$ cat src/rtl/ovls_pkg.sv
// Shared types and codes for the ordered value list store.
package ovls_pkg;

    typedef enum logic [1:0] {
        KIND_INS_FRONT = 2'd0,
        KIND_INS_BACK  = 2'd1,
        KIND_DELETE    = 2'd2,
        KIND_SEARCH    = 2'd3
    } kind_t;

    typedef enum logic [1:0] {
        STATUS_DONE      = 2'd0,
        STATUS_FULL      = 2'd1,
        STATUS_NOT_FOUND = 2'd2,
        STATUS_EMPTY     = 2'd3
    } status_t;

    typedef enum logic {
        ST_IDLE = 1'b0,
        ST_EXEC = 1'b1
    } state_t;

    localparam int ITEM_VALUE_WIDTH = 32;
    localparam int ENTRY_COUNT_WIDTH = 5;

    // Broadcast from the controller to every cell of the row.
    typedef struct packed {
        logic  compare_en;
        logic  apply;
        kind_t kind;
    } cell_ctrl_t;

endpackage

$ cat src/rtl/ovls_req_if.sv
// Request channel: operation kind and value, with valid/ready handshake.
interface ovls_req_if;
    logic                                 valid;
    logic                                 ready;
    logic [1:0]                           kind;
    logic [ovls_pkg::ITEM_VALUE_WIDTH-1:0] item_value;

    modport source (output valid, output kind, output item_value, input ready);
    modport sink   (input valid, input kind, input item_value, output ready);
endinterface

$ cat src/rtl/ovls_rsp_if.sv
// Response channel: found flag, status and entry count, with valid/ready handshake.
interface ovls_rsp_if;
    logic                                  valid;
    logic                                  ready;
    logic                                  found;
    logic [1:0]                            status;
    logic [ovls_pkg::ENTRY_COUNT_WIDTH-1:0] entry_count;

    modport source (output valid, output found, output status, output entry_count,
                    input ready);
    modport sink   (input valid, input found, input status, input entry_count,
                    output ready);
endinterface

$ cat src/rtl/ovls_cell.sv
// One list position: holds a value, compares it with the key and shifts with its neighbours.
module ovls_cell #(
    parameter int VALUE_WIDTH = 32,
    parameter int COUNT_WIDTH = 5,
    parameter int INDEX       = 0
) (
    input  logic                      clk,
    input  ovls_pkg::cell_ctrl_t      ctrl,
    input  logic [VALUE_WIDTH-1:0]    key,
    input  logic [COUNT_WIDTH-1:0]    count,
    input  logic [VALUE_WIDTH-1:0]    left_value,
    input  logic [VALUE_WIDTH-1:0]    right_value,
    input  logic                      hit_in,
    output logic [VALUE_WIDTH-1:0]    value,
    output logic                      hit_out
);

    logic [VALUE_WIDTH-1:0] value_reg;
    logic [VALUE_WIDTH-1:0] value_next;
    logic                   match_reg;
    logic                   occupied;

    assign occupied = COUNT_WIDTH'(INDEX) < count;
    assign value    = value_reg;

    // A cell at or behind the first match sees hit_out high and, on a delete, pulls from its right.
    assign hit_out = hit_in | match_reg;

    always_comb
    begin
        value_next = value_reg;
        case (ctrl.kind)
            ovls_pkg::KIND_INS_FRONT:
            begin
                value_next = (INDEX == 0) ? key : left_value;
            end
            ovls_pkg::KIND_INS_BACK:
            begin
                if (COUNT_WIDTH'(INDEX) == count)
                begin
                    value_next = key;
                end
            end
            ovls_pkg::KIND_DELETE:
            begin
                if (hit_out)
                begin
                    value_next = right_value;
                end
            end
            default:
            begin
                value_next = value_reg;
            end
        endcase
    end

    always_ff @(posedge clk)
    begin
        if (ctrl.compare_en)
        begin
            match_reg <= occupied && (value_reg == key);
        end
        if (ctrl.apply)
        begin
            value_reg <= value_next;
        end
    end

endmodule

$ cat src/rtl/ordered_value_list_store.sv
// Ordered value list store: a row of cells kept front first, with a small controller.
// A request transfer moves the controller to its execute state, and the result is
// registered as that state finishes, never together with the request transfer.
// A new request is taken only in the idle state, once the compare step and the
// first-match ripple plus update step over the row of cells have finished.
// The controller waits in its execute cycle while an earlier result is still held.
// Reset (rst_n low, asynchronous) empties the list and clears the result valid.
module ordered_value_list_store #(
    parameter int DEPTH       = 16,
    parameter int VALUE_WIDTH = 32
) (
    input  logic         clk,
    input  logic         rst_n,
    ovls_req_if.sink     req,
    ovls_rsp_if.source   rsp
);

    localparam int COUNT_WIDTH = $clog2(DEPTH + 1);

    ovls_pkg::state_t        state_reg;
    ovls_pkg::state_t        state_next;
    ovls_pkg::kind_t         kind_reg;
    logic [VALUE_WIDTH-1:0]  key_reg;
    logic [COUNT_WIDTH-1:0]  count_reg;
    logic [COUNT_WIDTH-1:0]  count_next;
    logic                    out_valid_reg;
    logic                    out_valid_next;
    logic                    found_reg;
    logic                    found_next;
    ovls_pkg::status_t       status_reg;
    ovls_pkg::status_t       status_next;
    logic [COUNT_WIDTH-1:0]  out_count_reg;

    ovls_pkg::cell_ctrl_t    cell_ctrl;
    logic [VALUE_WIDTH-1:0]  key;
    logic [VALUE_WIDTH-1:0]  cell_value [DEPTH];
    logic [DEPTH:0]          hit_chain;
    logic                    req_xfer;
    logic                    can_finish;
    logic                    finish;
    logic                    full;
    logic                    empty;
    logic                    any_hit;
    logic                    changes;

    assign req_xfer   = req.valid && req.ready;
    assign can_finish = !out_valid_reg || rsp.ready;
    assign finish     = (state_reg == ovls_pkg::ST_EXEC) && can_finish;
    assign full       = count_reg == COUNT_WIDTH'(DEPTH);
    assign empty      = count_reg == '0;
    assign any_hit    = hit_chain[DEPTH];
    assign key        = (state_reg == ovls_pkg::ST_IDLE) ? VALUE_WIDTH'(req.item_value)
                                                         : key_reg;

    // Next state.
    always_comb
    begin
        state_next = state_reg;
        case (state_reg)
            ovls_pkg::ST_IDLE:
            begin
                if (req_xfer)
                begin
                    state_next = ovls_pkg::ST_EXEC;
                end
            end
            ovls_pkg::ST_EXEC:
            begin
                if (can_finish)
                begin
                    state_next = ovls_pkg::ST_IDLE;
                end
            end
            default:
            begin
                state_next = ovls_pkg::ST_IDLE;
            end
        endcase
    end

    // Controller outputs.
    always_comb
    begin
        req.ready            = 1'b0;
        cell_ctrl.compare_en = 1'b0;
        cell_ctrl.apply      = 1'b0;
        cell_ctrl.kind       = kind_reg;
        case (state_reg)
            ovls_pkg::ST_IDLE:
            begin
                req.ready            = 1'b1;
                cell_ctrl.compare_en = req_xfer;
            end
            ovls_pkg::ST_EXEC:
            begin
                cell_ctrl.apply = can_finish && changes;
            end
            default:
            begin
                req.ready = 1'b0;
            end
        endcase
    end

    // Result of the operation held in kind_reg and key_reg.
    always_comb
    begin
        found_next  = 1'b0;
        status_next = ovls_pkg::STATUS_DONE;
        count_next  = count_reg;
        changes     = 1'b0;
        case (kind_reg)
            ovls_pkg::KIND_INS_FRONT, ovls_pkg::KIND_INS_BACK:
            begin
                if (full)
                begin
                    status_next = ovls_pkg::STATUS_FULL;
                end
                else
                begin
                    changes    = 1'b1;
                    count_next = count_reg + COUNT_WIDTH'(1);
                end
            end
            ovls_pkg::KIND_DELETE:
            begin
                if (empty)
                begin
                    status_next = ovls_pkg::STATUS_EMPTY;
                end
                else if (any_hit)
                begin
                    found_next = 1'b1;
                    changes    = 1'b1;
                    count_next = count_reg - COUNT_WIDTH'(1);
                end
                else
                begin
                    status_next = ovls_pkg::STATUS_NOT_FOUND;
                end
            end
            default:
            begin
                if (empty)
                begin
                    status_next = ovls_pkg::STATUS_EMPTY;
                end
                else if (any_hit)
                begin
                    found_next = 1'b1;
                end
                else
                begin
                    status_next = ovls_pkg::STATUS_NOT_FOUND;
                end
            end
        endcase
    end

    always_comb
    begin
        out_valid_next = out_valid_reg;
        if (finish)
        begin
            out_valid_next = 1'b1;
        end
        else if (rsp.ready)
        begin
            out_valid_next = 1'b0;
        end
    end

    always_ff @(posedge clk or negedge rst_n)
    begin
        if (!rst_n)
        begin
            state_reg     <= ovls_pkg::ST_IDLE;
            count_reg     <= '0;
            out_valid_reg <= 1'b0;
        end
        else
        begin
            state_reg     <= state_next;
            out_valid_reg <= out_valid_next;
            if (finish)
            begin
                count_reg <= count_next;
            end
        end
    end

    always_ff @(posedge clk)
    begin
        if (req_xfer)
        begin
            kind_reg <= ovls_pkg::kind_t'(req.kind);
            key_reg  <= VALUE_WIDTH'(req.item_value);
        end
        if (finish)
        begin
            found_reg     <= found_next;
            status_reg    <= status_next;
            out_count_reg <= count_next;
        end
    end

    assign rsp.valid       = out_valid_reg;
    assign rsp.found       = found_reg;
    assign rsp.status      = status_reg;
    assign rsp.entry_count = ovls_pkg::ENTRY_COUNT_WIDTH'(out_count_reg);

    // The first-match flag ripples from the front of the row to the back.
    assign hit_chain[0] = 1'b0;

    for (genvar i = 0; i < DEPTH; i++)
    begin : g_cell
        ovls_cell #(
            .VALUE_WIDTH (VALUE_WIDTH),
            .COUNT_WIDTH (COUNT_WIDTH),
            .INDEX       (i)
        ) u_cell (
            .clk         (clk),
            .ctrl        (cell_ctrl),
            .key         (key),
            .count       (count_reg),
            .left_value  ((i == 0) ? key : cell_value[(i == 0) ? 0 : i - 1]),
            .right_value (cell_value[(i == DEPTH - 1) ? i : i + 1]),
            .hit_in      (hit_chain[i]),
            .value       (cell_value[i]),
            .hit_out     (hit_chain[i + 1])
        );
    end

    assert property (@(posedge clk) disable iff (!rst_n)
        count_reg <= COUNT_WIDTH'(DEPTH))
        else $error("entry count exceeds the list depth");

    assert property (@(posedge clk) disable iff (!rst_n)
        req_xfer |=> state_reg == ovls_pkg::ST_EXEC)
        else $error("request transfer did not start an execute cycle");

    assert property (@(posedge clk) disable iff (!rst_n)
        (state_reg == ovls_pkg::ST_EXEC && out_valid_reg && !rsp.ready)
        |=> state_reg == ovls_pkg::ST_EXEC && $stable(count_reg))
        else $error("operation completed while the previous result was held");

    assert property (@(posedge clk) disable iff (!rst_n)
        (finish && kind_reg == ovls_pkg::KIND_DELETE && any_hit)
        |=> count_reg == $past(count_reg) - COUNT_WIDTH'(1))
        else $error("successful delete did not shorten the list by one");

    assert property (@(posedge clk) disable iff (!rst_n)
        (finish && kind_reg == ovls_pkg::KIND_SEARCH) |=> $stable(count_reg))
        else $error("search changed the entry count");

endmodule

$ cat src/flat_wrapper.sv
// flat-port wrapper written by rule: the top's interface ports become plain ports
module ordered_value_list_store_flat 
#(
    parameter int DEPTH       = 16,
    parameter int VALUE_WIDTH = 32
)
  (clk, rst_n, req_valid, req_kind, req_item_value, req_ready, rsp_valid, rsp_found, rsp_status, rsp_entry_count, rsp_ready);
  ovls_req_if req_i ();
  ovls_rsp_if rsp_i ();
  input  logic clk;
  input  logic rst_n;
  input wire logic [$bits(req_i.valid)-1:0] req_valid;
  input wire logic [$bits(req_i.kind)-1:0] req_kind;
  input wire logic [$bits(req_i.item_value)-1:0] req_item_value;
  output wire logic [$bits(req_i.ready)-1:0] req_ready;
  output wire logic [$bits(rsp_i.valid)-1:0] rsp_valid;
  output wire logic [$bits(rsp_i.found)-1:0] rsp_found;
  output wire logic [$bits(rsp_i.status)-1:0] rsp_status;
  output wire logic [$bits(rsp_i.entry_count)-1:0] rsp_entry_count;
  input wire logic [$bits(rsp_i.ready)-1:0] rsp_ready;
  assign req_i.valid = req_valid;
  assign req_i.kind = req_kind;
  assign req_i.item_value = req_item_value;
  assign req_ready = req_i.ready;
  assign rsp_valid = rsp_i.valid;
  assign rsp_found = rsp_i.found;
  assign rsp_status = rsp_i.status;
  assign rsp_entry_count = rsp_i.entry_count;
  assign rsp_i.ready = rsp_ready;
  ordered_value_list_store #(.DEPTH(DEPTH), .VALUE_WIDTH(VALUE_WIDTH)) u_core (.clk(clk), .rst_n(rst_n), .req(req_i), .rsp(rsp_i));
endmodule
$ cat config.mk
export PLATFORM = sky130hd
export DESIGN_NAME = ordered_value_list_store_flat
export DESIGN_NICKNAME = d
export VERILOG_FILES = /design/src/rtl/ovls_pkg.sv /design/src/rtl/ovls_req_if.sv /design/src/rtl/ovls_rsp_if.sv /design/src/rtl/ovls_cell.sv /design/src/rtl/ordered_value_list_store.sv /design/src/flat_wrapper.sv
export SDC_FILE = /design/constraint.sdc
export NUM_CORES = 1
export LEC_CHECK = 0
export BUFFER_PORTS_ARGS = -buffer_cell sky130_fd_sc_hd__buf_2
export CORE_ASPECT_RATIO = 1.25
export CORE_UTILIZATION = 58
export CTS_CLUSTER_DIAMETER = 200
export CTS_CLUSTER_SIZE = 25
export DETAILED_ROUTE_END_ITERATION = 8
export PLACE_DENSITY = 0.77
export SYNTH_ARGS = -nofsm -noshare
export SYNTH_HDL_FRONTEND = slang
export SYNTH_SLANG_ARGS = --single-unit
$ cat constraint.sdc
create_clock -name clk -period 4.4 [get_ports clk]
set_input_delay 0.44 -clock clk [delete_from_list [all_inputs] [get_ports clk]]
set_output_delay 0.44 -clock clk [all_outputs]
set_load 0.05 [all_outputs]
==> flow_summary.ini, run 1 <==
[timing]
worst_pin_slew_ps = 1112
max_freq_mhz = 275.4
finalMaxSlewViolations = 0
hold_viol = 1
clock_skew_ps = 38.21
setup_violations = 0
slew_headroom_pct = 25.32
rsz0062_at_grt = no
finalCritPeriodShare_pct = 82.53
fin_crit_ps = 3631
worst_hold_slack_ps = -1.922
fin_ws_ps = 768.8

[place]
gp_congestion = 1.039
place_inst = 3841
post-place-ws_ps = 936.7
portBuffers = 47
hpwl_um = 78040

[routing]
drt_wl_total_um = 105900
first_iter_violations = 4116
vias = 25020
ant_nets = 0
dr.pass1.iters = 6
post-route-drc-count = 0
viasPerCell = 6.417
post_drt_wl_per_cell_um = 27.17

[clock_network]
cts_buffer_depth = 3
numCtsBuffers = 27
htreeDepth = 1
clock-sinks = 577
root_buffer = clkbuf_16
cts_tree = yes
cts_resized = 0
cts_setup_buffers = 0
clock_latency_ps = 680
clk_pin_slew_worst_paths_ps = 100

[synth]
ys_warn_count = 0
synth_area_leaders = edfxtp_1 (54%), xnor2_1 (12%), a21oi_1 (7.8%), nor2_1 (5.9%), nand2_1 (5.4%)
syn_avg_cell_area_um2 = 9.984
synth_top_area_share_pct = 53.56
netlist_area_um2 = 31960
synthCells = 3201
synth-main-ff-cell = edfxtp_1
syn_nets = 3248
synth-edff-count = 570
ys_async_sr_fraction_pct = 1.213
ys_ff_latch = 577
yosysUniqueCellTypes = 53
synth_area_leader_cell = edfxtp_1
yosysSeqAreaShare_pct = 54.10

[layout]
regArea_um2 = 17300
nNetsFinal = 3208
area_growth_pct = 6.824
drive_above_1_share_pct = 7.256
stdcell_count = 3899
fill_cells = 4332
final_util_pct = 63.13
largest_register_ffs = 512
multi_input_area_um2 = 13840

[floorplan]
core_area_um2 = 54080
dieArea_um2 = 56050
fp.dieH_um = 264.4
start_util_pct = 59.09
rows = 95
fp.dieW_um = 212.0
ios = 48

[worst_setup_path]
worstPathCellList = buf_4 > mux2i_4 > buf_4 > xnor2_1 > nor4_1 > nand4_1 > nor3_1
critical_path_buf_inv_count = 2
max_stage_delay_ps = 890
end_kind = flip-flop
cp_data_arrival_time_ps = 4130
critPathTopFamily = simple AND/OR/NAND/NOR gates
path_max_fanout = 21
startpoint_type = flip-flop
path_class = flip-flop to flip-flop
crit_path_frequent_cell = buf_4
cp_slowest_cell = dfrtp_4
crit_required_ps = 4900

[run_status]
violations = hold timing
outcome = complete, but fails checks

[global_route]
first_global_vias = 23110
grt_max_degree = 182
grt_use_total_pct = 37.57
grt_pass1_wl_um = 152800
antenna_found_initial = 4
grt-ovfl-total = 0

[power_and_ir_drop]
vdd_drop_max_mv = 0.3561
p_per_area_nw_per_um2 = 657.7
p_leak_nw = 10.90

[min_path]
hp-class = primary input to flip-flop

[run]
maxCapViolations = 0
-- stage by stage --
stage | hold WS (ps) | power, mW | cell area [µm²] | setup TNS, ps
after floorplan | 144.4 | 15.35 | 31960 | -18840
after global placement | 308.5 | 18.85 | 33200 | 0
after detailed placement | 310.9 | 19.08 | 33200 | 0
after CTS | 0.5880 | 21.96 | 34030 | 0
after global routing | 2.221 | 23.07 | 34140 | 0
final | -1.922 | 22.45 | 34140 | 0
-- worst register-to-register path, delay by kind of cell (launching register included) --
kind / cells / cell delay [ps]
buf+inv: 2 / 650
xor+xnor: 1 / 80
simple gates: 3 / 1140
mux: 1 / 730
flops: 1 / 890
-- timing repair --
item                       4_1_cts  5_1_grt
hold endpoints to repair        13       10
setup endpoints to repair        0        0
hold buffers                     7       10
-- cells in the mapped netlist (2+ instances only) --
cell type	number
and3_1	6
dfrtp_1	7
xor2_1	87
a21oi_1	499
a31oi_1	3
buf_1	8
xnor2_1	427
a221o_1	2
ha_1	9
mux2i_1	64
buf_6	24
nand2_1	463
nor2_1	502
buf_4	36
nor3_1	26
edfxtp_1	570
or3_1	2
o21ai_1	3
o21a_1	36
nand3_1	23
a211oi_1	5
nand2b_1	3
clkbuf_1	150
clkinv_1	2
and2_1	2
buf_2	7
inv_1	42
or2_2	2
or4_1	2
nor4_1	101
a221oi_1	3
mux2_2	3
nand4_1	42
o21ai_0	21
-- logic make-up (layout without fill, tap and decap cells) --
family	count (synthesis)	in the layout	synth area share, %
mux	67	67	2.110
xor+xnor	514	514	14.09
simple gates	1182	1182	15.50
buf+inv	270	239	4.220
fa+ha+maj	9	9	0.3524
other cells	0	2	0
flops	577	577	54.10
compound gates	582	582	9.631
-- layout make-up --
class | instances | area share (%)
multi-input cells | 2354 | 40.54
flip-flops and latches | 577 | 50.66
well taps | 727 | 2.664
repair buffers | 157 | 3.416
clock inverters | 2 | 0.1466
clock buffers | 36 | 2.078
diodes | 2 | 0.01466
inverters | 44 | 0.4838
-- path summary, 6_finish.rpt --
path | startpoint | end | slack [ps] | depth (start not counted)
setup / recovery | u_core.state_reg | u_core.g_cell[10].u_cell.match_reg | 770 | 7
hold / removal | req_item_value[4] | u_core.key_reg[4] | -2 | 1
setup reg to reg | u_core.state_reg | u_core.g_cell[10].u_cell.match_reg | 770 | 7
hold reg to reg | u_core.rsp.valid | u_core.rsp.valid | 560 | 2
max in group asynchronous | rst_n | u_core.state_reg | 4040 | 2
min in group asynchronous | rst_n | u_core.state_reg | 160 | 2
-- metal layers --
metal	track usage [%]	part of all wire (%)	vias to the layer above
met5	0	0.025	-
met1	45.97	35	11720
met3	6.871	10	449
met4	36.86	12	4
li1	-	-	10950
met2	55.31	43	1904
-- cell usage in the layout (no fill, tap or decap), drive strengths merged, types with 5 or more instances in the layout --
cell and instances:
a211oi 5, a21oi 499, and3 6, buf 140
clkbuf 36, dfrtp 7, dlygate4sd3 17, edfxtp 570
ha 9, inv 43, mux2i 64, nand2 463
nand3 23, nand4 42, nor2 502, nor3 27
nor4 102, o21a 36, o21ai 25, xnor2 427
xor2 87
-- power breakdown --
part           leakage, nW  total, mW  switching (mW)  internal [mW]
Sequential            5.32       9.16            1.21           7.95
Combinational         5.21       10.3            6.91           3.41
Clock                0.365       2.98            1.82           1.16
Power figures use the tool's default switching activity.
==> inputs of run 2 (changes only) <==
clock period = 3.2 ns   (was 4.4 ns; I/O delays follow)
==> run 2 against run 1 <==
  * The flow now finishes without violations
  * Cell count is 2.7% higher
  * Cell area is 3.5% higher
  * Clock skew hardly changed
  * Worst hold slack gained 37 ps
  * Sequential cell count unchanged
  * Register-to-register slack got worse by 590 ps
  * Routed wire length up 5.2%
  * Combinational power up 50%
==> flow_summary.ini, run 2 (synthesized netlist as in run 1, its figures left out) <==
[floorplan]
start_util_pct = 59.09
core_area_um2 = 54080
ios = 48
rows = 95
dieArea_um2 = 56050
fp.dieH_um = 264.4
fp.dieW_um = 212.0

[layout]
num_antenna_cells = 0
final_common_cell = edfxtp_1
area_growth_pct = 10.54
largest_register_ffs = 512
layout_common_cells = edfxtp_1 (570), a21oi_1 (499), nor2_1 (498), nand2_1 (463), xnor2_1 (427)
final_area_um2 = 35330
final_util_pct = 65.32
nNetsFinal = 3314
fill_cells = 4342
drive_above_1_share_pct = 9.704

[power_and_ir_drop]
vdd_drop_max_mv = 0.4691
p_sw_mw = 13.97
intPower_mw = 17.97
p_leak_nw = 11.51
power_frac_clock_pct = 12.7
seq_power_share_pct = 38.8
p_total_mw = 31.95
netSwitchingFraction_pct = 43.74
p_per_area_nw_per_um2 = 904.3
power_frac_comb_pct = 48.5

[place]
post-place-ws_ps = -180.3
hpwl_um = 81710
gp_congestion = 1.015
place_area_um2 = 34060
portBuffers = 47

[global_route]
first_global_vias = 23900
grt_pass1_wl_um = 160400
grt_max_degree = 154
antenna_found_initial = 2
grt-ovfl-total = 0
grt_use_total_pct = 39.65

[worst_setup_path]
cp_slowest_cell = mux2i_4
reg2reg_depth = 7
worstReg2RegStart = u_core.state_reg
path_class = flip-flop to flip-flop
max_stage_delay_ps = 600
reg2reg_to = u_core.g_cell[2].u_cell.match_reg
crit_path_frequent_cell = buf_4
path_max_fanout = 11
worstPathCellList = buf_4 > mux2i_4 > buf_4 > xnor2_1 > nor4_1 > nand4_1 > nor3_1
crit_required_ps = 3570
rrSetupSlack_ps = 180
cp_data_arrival_time_ps = 3390
end_kind = flip-flop
startpoint_type = flip-flop

[clock_network]
clock-sinks = 577
root_buffer = clkbuf_16
numCtsBuffers = 27
cts_buffer_depth = 3
htreeDepth = 1
clk_pin_slew_worst_paths_ps = 100
clock_latency_ps = 640
cts_tree = yes

[timing]
hold_viol = 0
setup_violations = 0
slew_headroom_pct = 25.02
max_freq_mhz = 331.2
finalCritPeriodShare_pct = 94.37
worst_pin_slew_ps = 1117
finalSetupTns_ps = 0
clock_skew_ps = 38.11
finalMaxSlewViolations = 0
rsz0062_at_grt = no
fin_crit_ps = 3020
fin_ws_ps = 180.3

[routing]
dr.pass1.iters = 7
vias = 25290
first_iter_violations = 3490
post_drt_wl_per_cell_um = 27.83
ant_nets = 0
post-route-drc-count = 0
drt_wl_total_um = 111400
viasPerCell = 6.316

[run]
maxCapViolations = 0

[min_path]
hp-class = primary input to flip-flop
worstHoldPathCells = 3
hold_start = rsp_ready
hold-path-endpoint = u_core.rsp.valid

[run_status]
outcome = complete, no violations
[run 2: worst max path at each step]
stage,end,slack (ps),start,cells past startpoint
after floorplan,u_core.g_cell[9].u_cell.value[0],-380,u_core.count_reg[0],8
after global placement,u_core.g_cell[2].u_cell.match_reg,-110,u_core.state_reg,7
after detailed placement,u_core.g_cell[2].u_cell.match_reg,-180,u_core.state_reg,7
after CTS,u_core.g_cell[1].u_cell.match_reg,20,u_core.state_reg,7
after global routing,u_core.g_cell[1].u_cell.match_reg,120,u_core.state_reg,7
final,u_core.g_cell[2].u_cell.match_reg,180,u_core.state_reg,7
[run 2: critical path, delay by kind of cell, from the launching register on]
kind	cells	cell delay (ps)
flip-flops	1	550
XOR/XNOR	1	200
multiplexers	1	600
buffers and inverters	2	450
AND/OR/NAND/NOR	3	970
[run 2: area by class of cell]
cell class | instances | area, µm² | area share, %
sequential | 577 | 17300 | 48.96
clock buffer | 37 | 713.2 | 2.019
timing repair buffer | 263 | 2347 | 6.644
tap | 727 | 909.6 | 2.575
multi-input combinational | 2354 | 13860 | 39.23
inverter | 44 | 165.2 | 0.4675
clock inverter | 2 | 38.79 | 0.1098
[run 2: metal layers]
layer  vias up  global-route usage (%)  routed length [µm]  part of all wire [%]
li1      11160                       -                   -                     -
met1     12000                   50.13               39820                    36
met2      1760                   60.13               49710                    45
met3       364                   4.052                9815                   8.8
met4         2                   36.31               12060                    11
met5         -                       0                  10                0.0090
[run 2: power groups by stage]
stage                     sequential [mW]  clock, mW  combinational [mW]
after detailed placement             12.5          0                14.7
after global placement               12.5          0                14.5
after floorplan                      12.1          0                8.96
final                                12.4       4.07                15.5
after global routing                 12.5       4.27                16.1
after CTS                            12.4       4.06                15.0
[run 2: timing repair]
item,4_1_cts,5_1_grt
endpoints found under the setup margin,2,1
pin swaps,0,0
resized for setup,1,0
hold buffers,36,0
setup buffers,11,5
hold endpoints to repair,42,0
[run 2: metrics by stage]
stage                     instances  hold WS (ps)
after detailed placement       3913         202.1
final                          4004         35.06
after global placement         3913         193.8
after global routing           4004         22.79
after floorplan                3201         24.41
after CTS                      3999         6.675
